$ cat src/rtl/lfsb_pkg.sv
// shared types and constants for the letter frequency substitution breaker
// no dependencies; imported by the controller, the datapath and the top level
package lfsb_pkg;

    localparam int COUNT_WIDTH = 24;
    localparam int NUM_LETTERS = 26;
    localparam int IDX_W       = 5;

    localparam logic [COUNT_WIDTH-1:0] COUNT_MAX = {COUNT_WIDTH{1'b1}};
    localparam logic [IDX_W-1:0]       LAST_IDX  = IDX_W'(NUM_LETTERS - 1);

    // operation codes
    localparam logic [1:0] OP_TALLY  = 2'd0;
    localparam logic [1:0] OP_RANK   = 2'd1;
    localparam logic [1:0] OP_DECODE = 2'd2;
    localparam logic [1:0] OP_CLEAR  = 2'd3;

    localparam logic [7:0] CHAR_UPPER_A = 8'h41;
    localparam logic [7:0] CHAR_UPPER_Z = 8'h5A;
    localparam logic [7:0] CHAR_LOWER_A = 8'h61;
    localparam logic [7:0] CHAR_LOWER_Z = 8'h7A;

    // english letters by descending frequency, as letter indices
    localparam logic [IDX_W-1:0] ENGLISH_RANK [NUM_LETTERS] = '{
        5'd4,  5'd19, 5'd0,  5'd14, 5'd8,  5'd13, 5'd18, 5'd17, 5'd7,
        5'd3,  5'd11, 5'd20, 5'd2,  5'd12, 5'd22, 5'd5,  5'd15, 5'd6,
        5'd24, 5'd1,  5'd21, 5'd10, 5'd23, 5'd9,  5'd16, 5'd25
    };

    typedef struct packed {
        logic             hit;
        logic [IDX_W-1:0] idx;
    } t_letter;

    // commands from the controller to the datapath
    typedef struct packed {
        logic             tally;
        logic             decode;
        logic             clear;
        logic             rank_start;
        logic             rank_step;
        logic             rank_done;
        logic [IDX_W-1:0] rank_idx;
    } t_cmd;

    function automatic t_letter letter_of(input logic [7:0] b);
        t_letter l;
        logic [7:0] d;
        l.hit = 1'b0;
        l.idx = '0;
        if (b >= CHAR_UPPER_A && b <= CHAR_UPPER_Z) begin
            d     = b - CHAR_UPPER_A;
            l.hit = 1'b1;
            l.idx = d[IDX_W-1:0];
        end else if (b >= CHAR_LOWER_A && b <= CHAR_LOWER_Z) begin
            d     = b - CHAR_LOWER_A;
            l.hit = 1'b1;
            l.idx = d[IDX_W-1:0];
        end
        return l;
    endfunction

endpackage

$ cat src/rtl/lfsb_ctrl.sv
// controller: handshake, operation dispatch and the rank sweep sequencer
// depends on lfsb_pkg
module lfsb_ctrl (
    input  logic              i_clk,
    input  logic              i_rst_n,
    input  logic              i_valid,
    output logic              o_stall,
    input  logic [1:0]        i_opcode,
    output logic              o_valid,
    input  logic              i_stall,
    output lfsb_pkg::t_cmd    o_cmd
);
    import lfsb_pkg::*;

    localparam logic [1:0] S_IDLE = 2'd0;
    localparam logic [1:0] S_RANK = 2'd1;
    localparam logic [1:0] S_MAP  = 2'd2;

    logic [1:0]       r_state, n_state;
    logic [IDX_W-1:0] r_j, n_j;
    logic             r_out_valid, n_out_valid;
    logic             accept;

    assign o_stall = (r_state != S_IDLE) || (r_out_valid && i_stall);
    assign accept  = i_valid && !o_stall;
    assign o_valid = r_out_valid;

    always_comb begin
        n_state     = r_state;
        n_j         = r_j;
        n_out_valid = r_out_valid && i_stall;
        o_cmd       = '0;
        o_cmd.rank_idx = r_j;
        unique case (r_state)
            S_IDLE: begin
                if (accept) begin
                    unique case (i_opcode)
                        OP_TALLY: o_cmd.tally = 1'b1;
                        OP_RANK: begin
                            o_cmd.rank_start = 1'b1;
                            n_state          = S_RANK;
                            n_j              = '0;
                        end
                        OP_DECODE: begin
                            o_cmd.decode = 1'b1;
                            n_out_valid  = 1'b1;
                        end
                        OP_CLEAR: o_cmd.clear = 1'b1;
                    endcase
                end
            end
            S_RANK: begin
                o_cmd.rank_step = 1'b1;
                n_j             = r_j + 1'b1;
                if (r_j == LAST_IDX) begin
                    n_state = S_MAP;
                end
            end
            S_MAP: begin
                o_cmd.rank_done = 1'b1;
                n_state         = S_IDLE;
            end
            default: n_state = S_IDLE;
        endcase
    end

    always_ff @(posedge i_clk) begin
        if (!i_rst_n) begin
            r_state     <= S_IDLE;
            r_j         <= '0;
            r_out_valid <= 1'b0;
        end else begin
            r_state     <= n_state;
            r_j         <= n_j;
            r_out_valid <= n_out_valid;
        end
    end

endmodule

$ cat src/rtl/lfsb_dp.sv
// datapath: histogram, rank cells, letter map and the decode output register
// depends on lfsb_pkg
module lfsb_dp (
    input  logic              i_clk,
    input  logic              i_rst_n,
    input  lfsb_pkg::t_cmd    i_cmd,
    input  logic [7:0]        i_in_byte,
    output logic [7:0]        o_out_byte,
    output logic              o_unmapped
);
    import lfsb_pkg::*;

    logic [COUNT_WIDTH-1:0] r_counts [NUM_LETTERS];
    logic [IDX_W-1:0]       r_map    [NUM_LETTERS];
    logic [NUM_LETTERS-1:0] r_map_valid;
    logic [IDX_W-1:0]       r_rank   [NUM_LETTERS];
    logic [7:0]             r_out_byte;
    logic                   r_unmapped;

    t_letter                letter;
    logic [IDX_W-1:0]       rd_sel;
    logic [COUNT_WIDTH-1:0] rd_count;

    assign letter   = letter_of(i_in_byte);
    // one shared read port: rank sweep index or the tallied letter
    assign rd_sel   = i_cmd.rank_step ? i_cmd.rank_idx : letter.idx;
    assign rd_count = r_counts[rd_sel];

    // histogram and map
    always_ff @(posedge i_clk) begin
        if (!i_rst_n || i_cmd.clear) begin
            for (int i = 0; i < NUM_LETTERS; i++) begin
                r_counts[i] <= '0;
                r_map[i]    <= '0;
            end
            r_map_valid <= '0;
        end else begin
            if (i_cmd.tally && letter.hit && rd_count != COUNT_MAX) begin
                r_counts[letter.idx] <= rd_count + 1'b1;
            end
            if (i_cmd.rank_done) begin
                for (int i = 0; i < NUM_LETTERS; i++) begin
                    r_map[i]       <= ENGLISH_RANK[r_rank[i]];
                    r_map_valid[i] <= (r_counts[i] != '0);
                end
            end
        end
    end

    // rank cells: each letter counts the seen letters that beat it
    always_ff @(posedge i_clk) begin
        for (int i = 0; i < NUM_LETTERS; i++) begin
            if (i_cmd.rank_start) begin
                r_rank[i] <= '0;
            end else if (i_cmd.rank_step && rd_count != '0 &&
                         (rd_count > r_counts[i] ||
                          (rd_count == r_counts[i] && i_cmd.rank_idx < IDX_W'(i)))) begin
                r_rank[i] <= r_rank[i] + 1'b1;
            end
        end
    end

    // decode output register
    always_ff @(posedge i_clk) begin
        if (i_cmd.decode) begin
            if (!letter.hit) begin
                r_out_byte <= i_in_byte;
                r_unmapped <= 1'b0;
            end else if (r_map_valid[letter.idx]) begin
                r_out_byte <= CHAR_UPPER_A + {3'b000, r_map[letter.idx]};
                r_unmapped <= 1'b0;
            end else begin
                r_out_byte <= '0;
                r_unmapped <= 1'b1;
            end
        end
    end

    assign o_out_byte = r_out_byte;
    assign o_unmapped = r_unmapped;

endmodule

$ cat src/rtl/letter_frequency_substitution_breaker.sv
// decode results are registered and appear in the cycle after accept
// rank first clears the rank cells, then sweeps the histogram letter by letter, then writes the map
// throughput is one item per cycle for tally, decode and clear while no rank runs and the output is not stalled
// synchronous active-low reset clears the histogram, the map and the output valid flag
// depends on lfsb_pkg, lfsb_ctrl and lfsb_dp
module letter_frequency_substitution_breaker (
    input  logic       i_clk,
    input  logic       i_rst_n,
    // input item channel
    input  logic       i_valid,
    output logic       o_stall,
    input  logic [1:0] i_opcode,
    input  logic [7:0] i_in_byte,
    // result item channel
    output logic       o_valid,
    input  logic       i_stall,
    output logic [7:0] o_out_byte,
    output logic       o_unmapped
);
    import lfsb_pkg::*;

    // command bundle from the sequencer to the datapath
    t_cmd cmd;

    // controller: accepts items only in idle, and holds off input while a
    // decode result sits stalled in the output register
    lfsb_ctrl u_ctrl (
        .i_clk    (i_clk),
        .i_rst_n  (i_rst_n),
        .i_valid  (i_valid),
        .o_stall  (o_stall),
        .i_opcode (i_opcode),
        .o_valid  (o_valid),
        .i_stall  (i_stall),
        .o_cmd    (cmd)
    );

    // datapath: 26 saturating counters, a row of rank cells fed by a
    // broadcast count each sweep cycle, and the letter map
    lfsb_dp u_dp (
        .i_clk      (i_clk),
        .i_rst_n    (i_rst_n),
        .i_cmd      (cmd),
        .i_in_byte  (i_in_byte),
        .o_out_byte (o_out_byte),
        .o_unmapped (o_unmapped)
    );

    // the rank sweep never overlaps with taking new items
    a_rank_blocks_input: assert property (@(posedge i_clk) disable iff (!i_rst_n)
        (cmd.rank_step || cmd.rank_done) |-> o_stall)
        else $error("item accepted during rank sweep");

    // an accepted decode always produces a result next cycle
    a_decode_result: assert property (@(posedge i_clk) disable iff (!i_rst_n)
        (i_valid && !o_stall && i_opcode == OP_DECODE) |=> o_valid)
        else $error("decode item produced no result");

    // unmapped letters decode to zero
    a_unmapped_zero: assert property (@(posedge i_clk) disable iff (!i_rst_n)
        (o_valid && o_unmapped) |-> (o_out_byte == 8'h00))
        else $error("unmapped result carries nonzero byte");

    // the sweep ends with the map write in the cycle after its last step
    a_sweep_to_map: assert property (@(posedge i_clk) disable iff (!i_rst_n)
        (cmd.rank_step && cmd.rank_idx == LAST_IDX) |=> cmd.rank_done)
        else $error("rank sweep did not finish with map write");

endmodule

$ cat config.mk
export PLATFORM = sky130hd
export DESIGN_NAME = letter_frequency_substitution_breaker
export DESIGN_NICKNAME = d
export VERILOG_FILES = /design/src/rtl/lfsb_pkg.sv /design/src/rtl/lfsb_ctrl.sv /design/src/rtl/lfsb_dp.sv /design/src/rtl/letter_frequency_substitution_breaker.sv
export SDC_FILE = /design/constraint.sdc
export NUM_CORES = 2
export LEC_CHECK = 0
export BUFFER_PORTS_ARGS = -buffer_cell sky130_fd_sc_hd__buf_4
export CELL_PAD_IN_SITES_DETAIL_PLACEMENT = 1
export CELL_PAD_IN_SITES_GLOBAL_PLACEMENT = 2
export CORE_ASPECT_RATIO = 1.75
export CORE_UTILIZATION = 46
export DETAILED_ROUTE_END_ITERATION = 8
export PLACE_DENSITY = 0.84
export SYNTH_ARGS = -nofsm -noshare
export SYNTH_HDL_FRONTEND = slang
export SYNTH_SLANG_ARGS = --single-unit
$ cat constraint.sdc
create_clock -name i_clk -period 15.5 [get_ports i_clk]
set_input_delay 0.775 -clock i_clk [delete_from_list [all_inputs] [get_ports i_clk]]
set_output_delay 0.775 -clock i_clk [all_outputs]
set_load 0.005 [all_outputs]
# [Word level (Yosys, flattened, before mapping)]
# Memories as Yosys holds them, arrays and structs flattened.
# Index checks and enable logic that the tools add are counted.
[totals] output_inout_bits=11 rom_bits=4160 mem_bits_rw=884 input_bits=14 word_cells=607 reg_bits=43 n_memories=29
[memory_table] name="u_dp.r_counts" depth=26 word_bits=24 read_ports=27 rd_clocked_by_memory_dff=0 wr=26 line_no="lfsb_dp.sv:13" source="logic [COUNT_WIDTH-1:0] r_counts [NUM_LETTERS];"
[memory_table] name="(no name shown)" depth=32 word_bits=5 read_ports=1 rd_clocked_by_memory_dff=0 wr=0 line_no="lfsb_dp.sv:43" source="r_map[i] <= ENGLISH_RANK[r_rank[i]];"
[memory_table] name="(no name shown)" depth=32 word_bits=5 read_ports=1 rd_clocked_by_memory_dff=0 wr=0 line_no="lfsb_dp.sv:43"
[memory_table] name="(no name shown)" depth=32 word_bits=5 read_ports=1 rd_clocked_by_memory_dff=0 wr=0 line_no="lfsb_dp.sv:43"
[memory_table] name="(no name shown)" depth=32 word_bits=5 read_ports=1 rd_clocked_by_memory_dff=0 wr=0 line_no="lfsb_dp.sv:43"
[memory_table] name="(no name shown)" depth=32 word_bits=5 read_ports=1 rd_clocked_by_memory_dff=0 wr=0 line_no="lfsb_dp.sv:43"
[memory_table] name="23 more memories"
[classes] addsub=31 eq_ne=36 reduce_logical=123 n_mux=221 order_cmp=83 n_bitwise=78
[ops] op="24-bit nonzero test" count=27
[ops] op="24-bit == test" count=26
[ops] op="24-bit greater-than comparator" count=26
[ops] op="5-bit 2-to-1 mux" count=108
[ops] op="6-bit >= comparator (second input constant)" count=26
[ops] op="5-bit NOT with 6-bit output" count=26
[ops] op="5-bit by 1-bit adder with 5-bit output (second input constant)" count=27
[ops] op="1-bit 2-to-1 mux" count=100
[ops] op="1-bit logical AND" count=59
[ops] op="1-bit bitwise OR" count=52
[ops] op="5-bit < comparator (second input constant)" count=10
[ops] op="5-bit by 4-bit < comparator with 1-bit output (second input constant)" count=8
[ops] op="1-bit logical OR" count=28
[ops] op="24-bit by 1-bit adder with 24-bit output (second input constant)" count=1
[ops] op="24-bit 2-to-1 mux" count=1
[ops] op="24-bit != test (second input constant)" count=1
[ops] op="24-bit OR reduction" count=1
[ops] op="5-bit by 3-bit < comparator with 1-bit output (second input constant)" count=4
[ops] op="8-bit by 7-bit >= comparator with 1-bit output (second input constant)" count=2
[ops] op="8-bit by 7-bit less-or-equal comparator with 1-bit output (second input constant)" count=2
[ops] op="8-bit 2-to-1 mux" count=2
[ops] op="6-bit 2-to-1 mux" count=2
[ops] op="5-bit by 1-bit < comparator with 1-bit output (second input constant)" count=2
[ops] op="5-bit by 2-bit < comparator with 1-bit output (second input constant)" count=2
[ops] op="other kinds (17)" count=29

# [Logic depth before layout (Yosys ltp)]
# An unclocked memory read counts as a cell.
[logic_depth] word_depth=14 mapped_depth=28 depth_no_buf=21

# [Hierarchy]
# A second synthesis with hierarchy kept.
[hier_totals] cells_unflattened=7803 area_unflattened_um2=74403.9
[by_module_without_submodules] mod="lfsb_dp" seq_area_each_um2=31660.4 cells_per_inst=7747 area_each_um2=73957.2 instances=1
[by_module_without_submodules] mod="lfsb_ctrl" seq_area_each_um2=160.2 cells_per_inst=56 area_each_um2=446.7 instances=1

# [Least setup slack after synthesis]
# OpenSTA, ideal clock, no wires.
[synth_timing] kind="input to register" startpoint="in i_in_byte[0]" endpoint="mem u_dp.r_counts[29][0], enable pin" stages=20 t_required_ns=15.034 path_slack_ns=6.111 n_path_buf=9 setup_ns=0.466 arrival_time_ns=8.923 cell_sequence="clkbuf_1 -> clkinv_1 -> clkbuf_1 -> ha_1 -> or3b_1 -> buf_2 -> o311ai_4 -> o21ai_2 -> buf_2 -> clkbuf_1 -> buf_1 -> clkbuf_1 -> clkbuf_1 -> o211ai_1 -> nand4_1 -> o311ai_1 -> nand2_1 -> buf_2 -> nor3_1 -> nor4_1"
[synth_rtl] item="start: declaration" line_no="letter_frequency_substitution_breaker.sv:13" source="input logic [7:0] i_in_byte,"
[synth_rtl] item="end: declaration" line_no="lfsb_dp.sv:13"

==> impl_metrics.tcl <==
set metrics [dict create \
    cp.arrival_ps 10030 \
    gp_congestion 1.09 \
    synth_top_area_share_pct 41.8 \
    outcome "finished, violations left" \
    p_total_mw 8.98 \
    fin_tns_setup_ps 0 \
    yosysWarnings 0 \
    synth_top_family_by_area "compound AO/OA/AOI/OAI gates" \
    dp_slack_ps 5290 \
    postCtsSetupBuffers 0 \
    p_leak_nw 32.0 \
    wl_met3_mm 34.0 \
    grt_max_degree 131 \
    htreeDepth 3 \
    finalCriticalPeriod_ps 9790 \
    drt_iter0_drc 6638 \
    final_cell_count_no_fill 9678 \
    worstReg2RegEnd "u_dp.r_counts[20][18]" \
    finalWorstSetupSlack_ps 5710 \
    drt-total-wl_mm 375 \
    ios 25 \
    finClkSkew_ps 43.4 \
    crit-reg2reg-launch "u_ctrl.r_state[0]" \
    synth_simple_gate_area_share_pct 14.7 \
    crit_start "i_in_byte[0]" \
    muxShareOfSynthArea_pct 4.98 \
    nFillCells 17800 \
    final_antenna_net_count 0 \
    finalMaxSlewViolations 0 \
    die-area_mm2 0.163 \
    syn_area_mm2 0.0744 \
    nNetsFinal 8297 \
    wl_per_cell_um 38.8 \
    rows 194 \
    dr.pass1.iters 6 \
    synthXorXnorAreaFrac_pct 1.48 \
    maxCapViolations 1 \
    startpoint_type "input port" \
    drive_gt1_share_pct 7.95 \
    crit_slowest_cell "a2111oi_0" \
    syn_avg_cell_area_um2 9.75 \
    synth_seq_cells 1071 \
    worstSetupEndpoint "u_dp.r_counts[20][18]" \
    clock_sinks 1071 \
    crit_chain "buf_4, clkinv_1, buf_4, ha_4, or3b_1, o311ai_4, buf_4, o21a_2, buf_4, a2111oi_0, a2111oi_0, a211o_1, or2_2, ha_1, nand3_1, or4b_4, buf_4, o31ai_4, nand2_1" \
    min_period_over_period_pct 63.2 \
    synth_top_cell_by_area "edfxtp_1" \
    crit_required_ps 15740 \
    timing.critical_path.mode_cell "buf_4" \
    finalHoldViolCount 0 \
    rsz0062_at_grt "no" \
    async_flop_share_pct 0 \
    syn_nets 8433 \
    clk_pin_slew_worst_paths_ps 70 \
    endpoint_kind "flop" \
    tightest_slew_ps 1450 \
    synth_compound_area_share_pct 16.3 \
    area_growth_pct 8.99 \
    die_w_um 306 \
    grt_pass1_vias 68400 \
    die_h_um 534 \
    fmax_mhz 102 \
    cts-resized-gates 0 \
    critPathMaxFanout 44 \
    worst-path-stages 19 \
    clock-root-buffer "clkbuf_16" \
    clk_latency_ps 780 \
    r2r_setup_slack_ps 5930 \
    holdCritPathClass "input port to flop" \
    reg2reg_depth 17 \
    violations "max-capacitance violations" \
    dp.final_hpwl_mm 271 \
    setup_viol 0 \
    synth_edf_count 1037 \
    top_layer_used "met5" \
    synth_commonest_cells "1037 x edfxtp_1, 787 x ha_1, 782 x inv_1, 709 x nor2_1, 536 x a21oi_1" \
    post_drt_via_cell_ratio 6.96 \
    grt_pass1_wl_mm 517 \
    grt_overflow 0 \
    met1Wirelength_mm 118 \
    drc 0 \
    cpPeakStageDelay_ps 1160 \
    ys_seq_area_share_pct 42.8 \
    yosysUniqueCellTypes 83 \
    cts_tree "built" \
    cp.buffers_inverters 6 \
    cts_hold_buf 0 \
    critPathKind "input port to flop" \
    io_buffers 24 \
    wl_met2_mm 173 \
    hold_start "i_in_byte[7]" \
    crit_family "compound AO/OA/AOI/OAI gates" \
    start_util_pct 46.5 \
    cts_buffers 108 \
    coreArea_mm2 0.160 \
    synthAdderAreaFrac_pct 13.2 \
    grt_usage_pct 45.3 \
    dp_cells 9443 \
    cellPowerDensity_mw_per_mm2 111 \
    slew_headroom_pct 2.49 \
    cts.path.max_buffers 3 \
    synthCells 7632 \
    vias 67400 \
    peakVddDrop_mv 0.101 \
    antenna_found_initial 33 \
    post-synth-top-count-cell "edfxtp_1" \
    synthTopCellsByArea "edfxtp_1 42%, ha_1 13%, inv_1 3.9%, a21oi_1 3.6%, nor2_1 3.6%" \
    synth-main-ff-cell "edfxtp_1" \
]
## registers in the layout (all words and copies together), names as in the netlist
register          cells
u_dp.r_map_valid     26
u_ctrl.r_j            5
u_ctrl.o_valid        1
u_dp.r_map          130
u_dp.r_rank         130
u_dp.o_unmapped       1
u_ctrl.r_state        2
u_dp.r_counts       768
u_dp.o_out_byte       8
## worst min path at each step
| stage | cells after the start | slack [ps] | end |
|---|---|---|---|
| 2_1_floorplan | 2 | 420 | u_dp.r_map_valid[13] |
| 3_3_place_gp | 2 | 430 | u_dp.r_map_valid[7] |
| 3_5_place_dp | 2 | 450 | u_dp.r_map_valid[15] |
| 4_1_cts | 1 | 190 | u_dp.o_out_byte[7] |
| 5_1_grt | 1 | 210 | u_dp.o_out_byte[7] |
| 6_report | 1 | 210 | u_dp.o_out_byte[7] |
## power breakdown
part	total, mW	switching [mW]	internal (mW)	leakage (nW)
Combinational	2.66	1.90	0.763	19.5
Clock	2.80	1.28	1.53	1.76
Sequential	3.52	0.192	3.33	10.8
## kinds of logic after synthesis
group | count (synthesis)
DFF | 1071
muxes | 286
adders and majority gates | 787
xor gates and xnor gates | 126
buffers and inverters | 1250
AOI/OAI and AO/OA | 1818
and+or+nand+nor | 2294
## through the flow
| step | util, % | hold WS, ps | cell area (um^2) |
|---|---|---|---|
| 6_report | 50.6 | 210 | 81100 |
| 5_1_grt | 50.6 | 205 | 81100 |
| 4_1_cts | 50.6 | 190 | 81000 |
| 3_5_place_dp | 48.3 | 447 | 77400 |
| 3_3_place_gp | 48.3 | 432 | 77400 |
| 2_1_floorplan | - | 420 | 74400 |
## per-layer routing
| metal | vias to the layer above | global-route usage, % |
|---|---|---|
| li1 | 27900 | - |
| met1 | 33500 | 44.9 |
| met2 | 4029 | 73.3 |
| met3 | 1898 | 12.4 |
| met4 | 18 | 49.8 |
| met5 | - | 0 |
## cells in the final DEF (no fill, tap or decap), types with 31 or more instances in the layout
master | netlist | final
a211oi_1 | 183 | 183
a21o_1 | 202 | 202
edfxtp_1 | 1037 | 1037
nand2b_1 | 59 | 59
o211ai_1 | 160 | 160
nor2b_1 | 83 | 82
inv_1 | 782 | 779
nand3_1 | 116 | 116
a31oi_1 | 32 | 31
nor2_1 | 709 | 704
nor3_1 | 322 | 317
nor4_1 | 195 | 192
dfxtp_1 | 34 | 34
mux2i_1 | 208 | 208
ha_1 | 787 | 786
nand4_1 | 171 | 171
xnor2_1 | 87 | 76
diode_2 | 0 | 33
clkbuf_16 | 0 | 112
a221oi_1 | 52 | 52
a21oi_1 | 536 | 531
buf_4 | 9 | 209
nand2_1 | 503 | 500
xor2_1 | 39 | 38
mux4_2 | 66 | 66
o21ai_0 | 371 | 370
## cell type report
class                   instances  area (um^2)  share of cell area [%]
multi-input cells            5311        38300                    47.3
flip-flops and latches       1071        31800                    39.2
inverters                     788         2960                    3.65
clock buffers                 128         2880                    3.55
well taps                    2058         2570                    3.17
repair buffers                216         1690                    2.09
clock inverters                73          767                   0.946
diodes                         33         82.6                   0.102
Power figures use the tool's default switching activity.
